File: config.mk
export PLATFORM = sky130hd
export DESIGN_NAME = backslash_escape_encoder
export DESIGN_NICKNAME = d
export VERILOG_FILES = /design/src/hw/rtl/bse_pkg.sv /design/src/hw/rtl/bse_cfg.sv /design/src/hw/rtl/bse_decode.sv /design/src/hw/rtl/backslash_escape_encoder.sv
export SDC_FILE = /design/constraint.sdc
export NUM_CORES = 1
export LEC_CHECK = 0
export BUFFER_PORTS_ARGS = -buffer_cell sky130_fd_sc_hd__buf_2
export CAP_MARGIN = 20
export CORE_UTILIZATION = 45
export CTS_CLUSTER_SIZE = 24
export DETAILED_ROUTE_END_ITERATION = 8
export PLACE_DENSITY_LB_ADDON = 0.12
export SKIP_LAST_GASP = 1
export SYNTH_ARGS = -nofsm -noshare
export SYNTH_HDL_FRONTEND = slang
export SYNTH_SLANG_ARGS = --single-unit
File: constraint.sdc
create_clock -name aclk -period 4.4 [get_ports aclk]
set_clock_uncertainty 0.15 [all_clocks]
set_input_delay 0.88 -clock aclk [delete_from_list [all_inputs] [get_ports aclk]]
set_output_delay 0.88 -clock aclk [all_outputs]
set_load 0.03 [all_outputs]
File: src/hw/rtl/bse_pkg.sv
package bse_pkg;

    // Characters that appear in escaped output.
    localparam logic [7:0] CH_BACKSLASH = 8'h5C;
    localparam logic [7:0] CH_SPACE     = 8'h20;
    localparam logic [7:0] CH_COLON     = 8'h3A;
    localparam logic [7:0] CH_LT        = 8'h3C;
    localparam logic [7:0] CH_GT        = 8'h3E;
    localparam logic [7:0] CH_X         = 8'h78;
    localparam logic [7:0] CH_TWO       = 8'h32;
    localparam logic [7:0] CH_ZERO      = 8'h30;

    // Control bytes that are always escaped.
    localparam logic [7:0] CH_NL  = 8'h0A;
    localparam logic [7:0] CH_TAB = 8'h09;
    localparam logic [7:0] CH_CR  = 8'h0D;
    localparam logic [7:0] CH_VT  = 8'h0B;
    localparam logic [7:0] CH_FF  = 8'h0C;
    localparam logic [7:0] CH_BEL = 8'h07;
    localparam logic [7:0] CH_BS  = 8'h08;

    // Letters that follow the backslash for control bytes.
    localparam logic [7:0] LTR_N = 8'h6E;
    localparam logic [7:0] LTR_T = 8'h74;
    localparam logic [7:0] LTR_R = 8'h72;
    localparam logic [7:0] LTR_V = 8'h76;
    localparam logic [7:0] LTR_F = 8'h66;
    localparam logic [7:0] LTR_A = 8'h61;
    localparam logic [7:0] LTR_B = 8'h62;

    // Longest escape sequence and configuration port sizes.
    localparam int SEQ_LEN    = 4;
    localparam int IDX_W      = 2;
    localparam int APB_ADDR_W = 4;
    localparam int APB_DATA_W = 32;

    // Register indexes (byte address divided by four).
    typedef enum logic [1:0] {
        REG_ESCAPE_SPACE    = 2'd0,
        REG_ESCAPE_COLON    = 2'd1,
        REG_ESCAPE_BRACKETS = 2'd2,
        REG_UNUSED          = 2'd3
    } reg_idx_t;

    typedef struct packed {
        logic escape_space;
        logic escape_colon;
        logic escape_brackets;
    } cfg_t;

    // One decoded escape sequence: bytes in order, index of the final byte.
    typedef struct packed {
        logic [SEQ_LEN-1:0][7:0] bytes;
        logic [IDX_W-1:0]        last_idx;
    } seq_t;

endpackage

File: src/hw/rtl/bse_cfg.sv
module bse_cfg
    import bse_pkg::*;
(
    input  logic                  aclk,
    input  logic                  aresetn,
    input  logic                  psel,
    input  logic                  penable,
    input  logic                  pwrite,
    input  logic [APB_ADDR_W-1:0] paddr,
    input  logic [APB_DATA_W-1:0] pwdata,
    output logic [APB_DATA_W-1:0] prdata,
    output logic                  pready,
    output cfg_t                  cfg
);

    cfg_t     cfg_reg;
    cfg_t     cfg_next;
    reg_idx_t reg_idx;
    logic     wr_en;

    assign pready  = 1'b1;
    assign reg_idx = reg_idx_t'(paddr[APB_ADDR_W-1:2]);
    assign wr_en   = psel && penable && pwrite && pready;

    always_comb begin
        cfg_next = cfg_reg;
        if (wr_en) begin
            case (reg_idx)
                REG_ESCAPE_SPACE:    cfg_next.escape_space    = pwdata[0];
                REG_ESCAPE_COLON:    cfg_next.escape_colon    = pwdata[0];
                REG_ESCAPE_BRACKETS: cfg_next.escape_brackets = pwdata[0];
                default:             cfg_next = cfg_reg;
            endcase
        end
    end

    always_ff @(posedge aclk) begin
        if (!aresetn) begin
            cfg_reg <= '0;
        end else begin
            cfg_reg <= cfg_next;
        end
    end

    always_comb begin
        prdata = '0;
        case (reg_idx)
            REG_ESCAPE_SPACE:    prdata[0] = cfg_reg.escape_space;
            REG_ESCAPE_COLON:    prdata[0] = cfg_reg.escape_colon;
            REG_ESCAPE_BRACKETS: prdata[0] = cfg_reg.escape_brackets;
            default:             prdata    = '0;
        endcase
    end

    assign cfg = cfg_reg;

endmodule

File: src/hw/rtl/bse_decode.sv
module bse_decode
    import bse_pkg::*;
(
    input  logic [7:0] byte_in,
    input  cfg_t       cfg,
    output seq_t       seq
);

    logic [7:0] letter;
    logic       is_ctrl;

    always_comb begin
        is_ctrl = 1'b1;
        case (byte_in)
            CH_NL:        letter = LTR_N;
            CH_TAB:       letter = LTR_T;
            CH_BACKSLASH: letter = CH_BACKSLASH;
            CH_CR:        letter = LTR_R;
            CH_VT:        letter = LTR_V;
            CH_FF:        letter = LTR_F;
            CH_BEL:       letter = LTR_A;
            CH_BS:        letter = LTR_B;
            default: begin
                letter  = 8'h00;
                is_ctrl = 1'b0;
            end
        endcase
    end

    // Control bytes take priority over the optional escapes.
    always_comb begin
        seq.bytes    = '0;
        seq.last_idx = IDX_W'(0);
        if (is_ctrl) begin
            seq.bytes[0] = CH_BACKSLASH;
            seq.bytes[1] = letter;
            seq.last_idx = IDX_W'(1);
        end else if (cfg.escape_space && byte_in == CH_SPACE) begin
            seq.bytes[0] = CH_BACKSLASH;
            seq.bytes[1] = CH_X;
            seq.bytes[2] = CH_TWO;
            seq.bytes[3] = CH_ZERO;
            seq.last_idx = IDX_W'(3);
        end else if ((cfg.escape_colon && byte_in == CH_COLON) ||
                     (cfg.escape_brackets && (byte_in == CH_LT || byte_in == CH_GT))) begin
            seq.bytes[0] = CH_BACKSLASH;
            seq.bytes[1] = byte_in;
            seq.last_idx = IDX_W'(1);
        end else begin
            seq.bytes[0] = byte_in;
        end
    end

endmodule

File: src/hw/rtl/backslash_escape_encoder.sv
// Backslash escape encoder: one input byte in, one to four escaped bytes out.
// Each accepted item is held in the sequence register, and its bytes pass one
// at a time through the output register to the result stream.
// Throughput: one result byte per cycle while m_tready holds; an item gives
// 1, 2 or 4 result bytes, set by the length of its escape sequence.
// Reset (aresetn low, synchronous) empties both stages and clears all three
// escape enables to zero.
module backslash_escape_encoder
    import bse_pkg::*;
(
    input  logic                  aclk,
    input  logic                  aresetn,

    // Input stream: tdata = {byte_in[7:0]}
    input  logic                  s_tvalid,
    output logic                  s_tready,
    input  logic [7:0]            s_tdata,

    // Result stream: tdata = {byte_out[7:0]}, tlast = last
    output logic                  m_tvalid,
    input  logic                  m_tready,
    output logic [7:0]            m_tdata,
    output logic                  m_tlast,

    // Configuration port
    input  logic                  psel,
    input  logic                  penable,
    input  logic                  pwrite,
    input  logic [APB_ADDR_W-1:0] paddr,
    input  logic [APB_DATA_W-1:0] pwdata,
    output logic [APB_DATA_W-1:0] prdata,
    output logic                  pready
);

    cfg_t cfg;
    seq_t seq_dec;

    bse_cfg u_cfg (
        .aclk    (aclk),
        .aresetn (aresetn),
        .psel    (psel),
        .penable (penable),
        .pwrite  (pwrite),
        .paddr   (paddr),
        .pwdata  (pwdata),
        .prdata  (prdata),
        .pready  (pready),
        .cfg     (cfg)
    );

    // The escape sequence is worked out as the item enters, so the sequence
    // register holds the whole expansion and only has to be walked through.
    bse_decode u_decode (
        .byte_in (s_tdata),
        .cfg     (cfg),
        .seq     (seq_dec)
    );

    // Sequence stage: the decoded bytes of one item and a read pointer.
    seq_t             seq_reg;
    logic [IDX_W-1:0] idx_reg;
    logic [IDX_W-1:0] idx_next;
    logic             busy_reg;
    logic             busy_next;

    // Output stage: the result register that drives the master port.
    logic             out_valid_reg;
    logic             out_valid_next;
    logic [7:0]       out_data_reg;
    logic [7:0]       out_data_next;
    logic             out_last_reg;
    logic             out_last_next;

    logic             out_adv;
    logic             seq_done;
    logic             in_acc;

    // The output register can take a new byte when it is empty or its byte
    // is being taken this cycle.
    assign out_adv  = !out_valid_reg || m_tready;
    // The final byte of the held sequence moves to the output this cycle.
    assign seq_done = busy_reg && out_adv && (idx_reg == seq_reg.last_idx);
    // A new item enters as soon as the sequence stage empties or is about to.
    assign s_tready = !busy_reg || seq_done;
    assign in_acc   = s_tvalid && s_tready;

    always_comb begin
        busy_next      = busy_reg;
        idx_next       = idx_reg;
        out_valid_next = out_valid_reg;
        out_data_next  = out_data_reg;
        out_last_next  = out_last_reg;

        if (out_adv) begin
            out_valid_next = busy_reg;
            out_data_next  = seq_reg.bytes[idx_reg];
            out_last_next  = (idx_reg == seq_reg.last_idx);
            if (busy_reg) begin
                idx_next = idx_reg + IDX_W'(1);
            end
        end

        if (seq_done) begin
            busy_next = 1'b0;
        end
        if (in_acc) begin
            busy_next = 1'b1;
            idx_next  = IDX_W'(0);
        end
    end

    always_ff @(posedge aclk) begin
        if (!aresetn) begin
            busy_reg      <= 1'b0;
            idx_reg       <= '0;
            out_valid_reg <= 1'b0;
        end else begin
            busy_reg      <= busy_next;
            idx_reg       <= idx_next;
            out_valid_reg <= out_valid_next;
        end
    end

    always_ff @(posedge aclk) begin
        if (in_acc) begin
            seq_reg <= seq_dec;
        end
        out_data_reg <= out_data_next;
        out_last_reg <= out_last_next;
    end

    assign m_tvalid = out_valid_reg;
    assign m_tdata  = out_data_reg;
    assign m_tlast  = out_last_reg;

    // An accepted item always leaves the sequence stage holding work.
    a_accept_busy: assert property (@(posedge aclk) disable iff (!aresetn)
        in_acc |=> busy_reg)
        else $error("sequence stage empty after accepting an item");

    // The read pointer never runs past the final byte of the sequence.
    a_idx_bound: assert property (@(posedge aclk) disable iff (!aresetn)
        busy_reg |-> (idx_reg <= seq_reg.last_idx))
        else $error("sequence pointer beyond final byte");

    // A shown byte that is not the last one still has its remainder pending.
    a_rest_pending: assert property (@(posedge aclk) disable iff (!aresetn)
        (m_tvalid && !m_tlast) |-> busy_reg)
        else $error("non-final byte shown with no remaining sequence");

    // Only escape sequence bytes can be non-final.
    a_nonlast_data: assert property (@(posedge aclk) disable iff (!aresetn)
        (m_tvalid && !m_tlast) |->
            (m_tdata == CH_BACKSLASH || m_tdata == CH_X || m_tdata == CH_TWO))
        else $error("unexpected non-final byte value");

endmodule
* Word level (Yosys, flattened, before mapping)
Index checks and enable logic that the tools add are counted.
Word-level totals: register bits 50, input bits 51, word-level logic and storage cells 69
Operators by class: $add $sub $neg 1, order comparisons 1, eq/ne operators 15, muxes and demuxes 13, bitwise gates (word level) 1, reductions and logical operators 24
Operators with widths (number):
- one-hot mux 7 bit (8 select lines) | 1
- equality test 8 x 4 -> 1 bit, second input constant | 6
- 2-to-1 mux 18 bit | 2
- equality test 8 x 6 -> 1 bit, second input constant | 4
- 2-to-1 mux 8 bit | 3
- binary-select mux 8 bit (select 2 bit) | 1
- 2-to-1 mux 14 bit | 1
- equality test 8 x 3 -> 1 bit, second input constant | 1
- equality test 8 x 7 -> 1 bit, second input constant | 1
- logical AND 1 bit | 8
- AND reduction 2 bit | 4
- OR reduction 8 bit | 1
- logical OR 1 bit | 4
- 2-to-1 mux 1 bit | 4
- OR reduction 2 bit | 2
- less-than comparator 2 x 3 -> 1 bit, second input constant | 1
- one-hot mux 1 bit (3 select lines) | 1
- OR reduction 3 bit | 1
- adder 2 x 1 -> 2 bit, second input constant | 1
- equality test 2 x 1 -> 1 bit, second input constant | 1
- equality test 2 bit | 1
- equality test 2 bit, second input constant | 1
- logical NOT 1 bit | 2
- logical NOT 2 bit | 1
- 2 further kinds | 2

* Logic depth before layout (Yosys ltp)
word-level depth 7, mapped depth 5

* Modules after synthesis
From an unflattened synthesis, not the netlist that was laid out.
Second synthesis, totals: cell total of the unflattened synthesis 201, area, all modules 2666.3 µm²
Modules (own cells, without submodules):
- backslash_escape_encoder | instances 1, cells each 76, area an instance 1726.7 µm², sequential area each 1371.3 µm²
- bse_decode | instances 1, cells each 75, area an instance 525.5 µm², sequential area each 0.0 µm²
- bse_cfg | instances 1, cells each 50, area an instance 414.1 µm², sequential area each 60.1 µm²

* Worst setup path before layout
Ideal clock, no wire load.
path type input to register, start in m_tready, end reg seq_reg[0] in the netlist's numbering (enable), arrival time 2369 ps, data required time 3877 ps, setup slack 1508 ps, stages on the path 4, buffers on the path 0, cells stage by stage nor2b_1 o31ai_1 nand2_1 inv_1
On the way: longest elaborated chain between the ends 5
RTL lines:
- start: declaration | line backslash_escape_encoder.sv:21 | input logic m_tready,
- logical OR 1 bit | line backslash_escape_encoder.sv:80 | assign out_adv = !out_valid_reg || m_tready;
- logical AND 1 bit (2 in series) | line backslash_escape_encoder.sv:82 | assign seq_done = busy_reg && out_adv && (idx_reg == seq_reg.last_idx);
- logical OR 1 bit | line backslash_escape_encoder.sv:84 | assign s_tready = !busy_reg || seq_done;
- named net s_tready | line backslash_escape_encoder.sv:16 | output logic s_tready,
- logical AND 1 bit | line backslash_escape_encoder.sv:85 | assign in_acc = s_tvalid && s_tready;
- end signal: assignment | line backslash_escape_encoder.sv:126 | seq_reg <= seq_dec;
- end: declaration | line backslash_escape_encoder.sv:60 | seq_t seq_reg;
The timed path passes the listed nets, and every way through them passes these cells. A chain may end at the register's enable or synchronous reset.

* Final worst setup path
start reg idx_reg[0], end out s_tready
On the way: longest elaborated chain between the ends 3
RTL lines:
- start: declaration | line backslash_escape_encoder.sv:61 | logic [IDX_W-1:0] idx_reg;
- start signal: assignment | line backslash_escape_encoder.sv:119 | idx_reg <= idx_next;
- equality test 2 bit | line backslash_escape_encoder.sv:82
- logical AND 1 bit | line backslash_escape_encoder.sv:82
- logical OR 1 bit | line backslash_escape_encoder.sv:84
- end: declaration | line backslash_escape_encoder.sv:16
No other way between the ends.

==> flow_summary.yaml <==
timing:
  relSlewSlack_pct: 56.2
  whs_ps: 396
  hold_viol_final: 0
  fin_crit_sh_pct: 65.0
  fmax_mhz: 350
  finalSetupViolCount: 0
  slew_viol_final: 0
  tns_ps: 0
  rsz0062_at_grt: "no"
  worst_slew_pin_slew_ps: 657
  finalCriticalPeriod_ps: 2860
floorplanning:
  die-area_um2: 4490
  dieHeight_um: 67.0
  die_w_um: 67.0
  start_util_pct: 47.2
  fp-row-count: 23
  io_pins: 95
  core_um2: 4030
route:
  top_layer: "met4"
  vias: 1209
  drt-pass1-iter-count: 4
  wl_um: 3020
  met1Wirelength_um: 1250
  first_iter_violations: 57
  antenna_left: 0
  wl_per_cell_um: 12.0
  drc_errors: 0
  wl_met3_um: 203
  wl_met2_um: 1490
  viasPerCell: 4.80
power_and_ir_drop:
  p_leak_nw: 0.846
  ir_drop_mv: 0.129
  finalPower_uw: 723
  power_density_nw_per_um2: 353
cts:
  numClockSinks: 34
  clk_path_buf_depth: 2
  cts_resized: 0
  cts_tree: "done"
  clk_pin_slew_ps: 70
  root_buffer: "clkbuf_8"
  cts_hold_buf: 0
  htreeDepth: 2
  cts_buffers: 5
  postCtsSetupBuffers: 0
  worstSkewPairLatency_ps: 280
final_layout:
  final_net_count: 252
  areaGrowthSynthToFinish_pct: 7.77
  drive_above_1_share_pct: 21.3
  largest_register_ff_count: 18
  fin_area_um2: 2050
  antenna_cells: 0
setup_path:
  crit_family: "flip-flops"
  path_class: "reg2out"
  cpPeakStageDelay_ps: 720
  crit_buf_inv: 1
  r2r_start: "idx_reg[0]$_SDFFE_PP0P_"
  worst_ep_arrival_time_ps: 1830
  critPathMaxFanout: 14
  reg2regPathDepth: 4
  endpoint_kind: "output pin"
  r2r_slack_ps: 1930
  cp.depth: 3
  slowest_stage: "dfxtp_1"
  required_ps: 3370
  cp_cell_sequence: "xor2_1, o31ai_1, buf_2"
  crit_path_start_kind: "register"
  r2r-end: "seq_reg[6]$_SDFFCE_PP1P_"
global_route:
  grt_max_degree: 19
  grt_pass1_vias: 1092
  grt-ovfl-total: 0
  track_usage_pct: 15.5
  grt_pass1_wl_um: 4860
  grt_antenna_before_repair: 0
yosys:
  avgSynthCellArea_um2: 11.2
  synth_seq_area_share_pct: 50.0
  synth.most_common_cell: "buf_4"
  synthArstFlopShare_pct: 0
  ys_ff_latch: 34
  synth_area_um2: 1900
  synth_area_leader_cell: "edfxtp_1"
  synth_edf_count: 27
  synth_common_cells: "buf_4, edfxtp_1, nor2_1"
  yosysTopAreaCellShare_pct: 42.7
  ys_top_cells_by_area: "edfxtp_1, buf_4, dfxtp_1"
  synth_cell_types: 42
  synthCells: 170
  synth_ff_type: "edfxtp_1"
  yosys_warnings: 0
run_status:
  status: "complete, no violations"
min_path:
  hold_path_class: "reg2reg"
  hold_start: "busy_reg$_SDFFE_PN0P_"
  min_path_cells: 1
  min_to: "m_tvalid$_SDFFE_PN0N_"
place:
  dpl_cell_area_um2: 1970
  dpl.hpwl_um: 2280
  portBuffers: 29
  place_congestion: 0.783
run:
  maxCapViolCount: 0
layout by cell type (no fill, tap or decap), drive strengths merged, types with 3 or more instances in the layout:
master	netlist	final
nand3	3	3
nand2	7	7
o21ai	6	6
and2	3	3
dfxtp	7	7
inv	5	5
nor2b	7	7
mux2i	10	10
nand3b	6	6
a21boi	3	3
and3	4	4
nor2	13	13
buf	34	29
edfxtp	27	27
clkbuf	2	6
nand2b	5	5
conb	2	33
metal layers:
metal,track usage [%],vias to the layer above
met5,0,-
met4,10.9,0
met3,4.11,4
met2,26.9,52
met1,16.1,558
li1,-,595
cell families after synthesis:
| kind of cell | synth area share (%) |
|---|---|
| other | 0.395 |
| flip-flops | 50.0 |
| XOR/XNOR | 1.84 |
| buffers and inverters | 14.5 |
| AO/OA/AOI/OAI | 8.36 |
| multiplexers | 5.27 |
| AND/OR/NAND/NOR | 19.6 |
report_power, final:
| group | switching [mW] | leakage (nW) | internal [mW] | total [mW] |
|---|---|---|---|---|
| sequential | 0.00967 | 0.329 | 0.374 | 0.383 |
| combinational | 0.0952 | 0.474 | 0.0318 | 0.127 |
| clock | 0.104 | 0.0426 | 0.109 | 0.212 |
area by class of cell:
cell class	instances	area (µm²)
tap	50	62.6
multi-input combinational	126	790
clock buffer	6	72.6
fill	396	1980
clock inverter	2	8.76
timing repair buffer	29	145
sequential	34	951
inverter	5	18.8
worst max-delay path by stage:
| stage | end | slack [ps] | start |
|---|---|---|---|
| final | s_tready | 1540 | idx_reg[0]$_SDFFE_PP0P_ |
| after global routing | s_tready | 1400 | idx_reg[0]$_SDFFE_PP0P_ |
| after CTS | s_tready | 1510 | idx_reg[0]$_SDFFE_PP0P_ |
| after detailed placement | s_tready | 1790 | m_tready |
| after global placement | s_tready | 1810 | m_tready |
| after floorplan | seq_reg[0]$_SDFFCE_PP1P_ | 1510 | m_tready |
stage by stage:
stage,util [%],worst slack (ps),std cells
floorplan,-,1510,201
global placement,48.8,1810,244
detailed placement,48.8,1790,244
CTS,50.8,1510,252
global route,50.8,1400,252
finish,50.8,1540,252
worst register-to-register path, cell delays in order (launching register included):
cell and delay, ps:
dfxtp_1 720, xor2_1 180, o31ai_1 380, nand2_1 160, inv_1 510
Note: power is estimated with default switching activity, not from simulation.
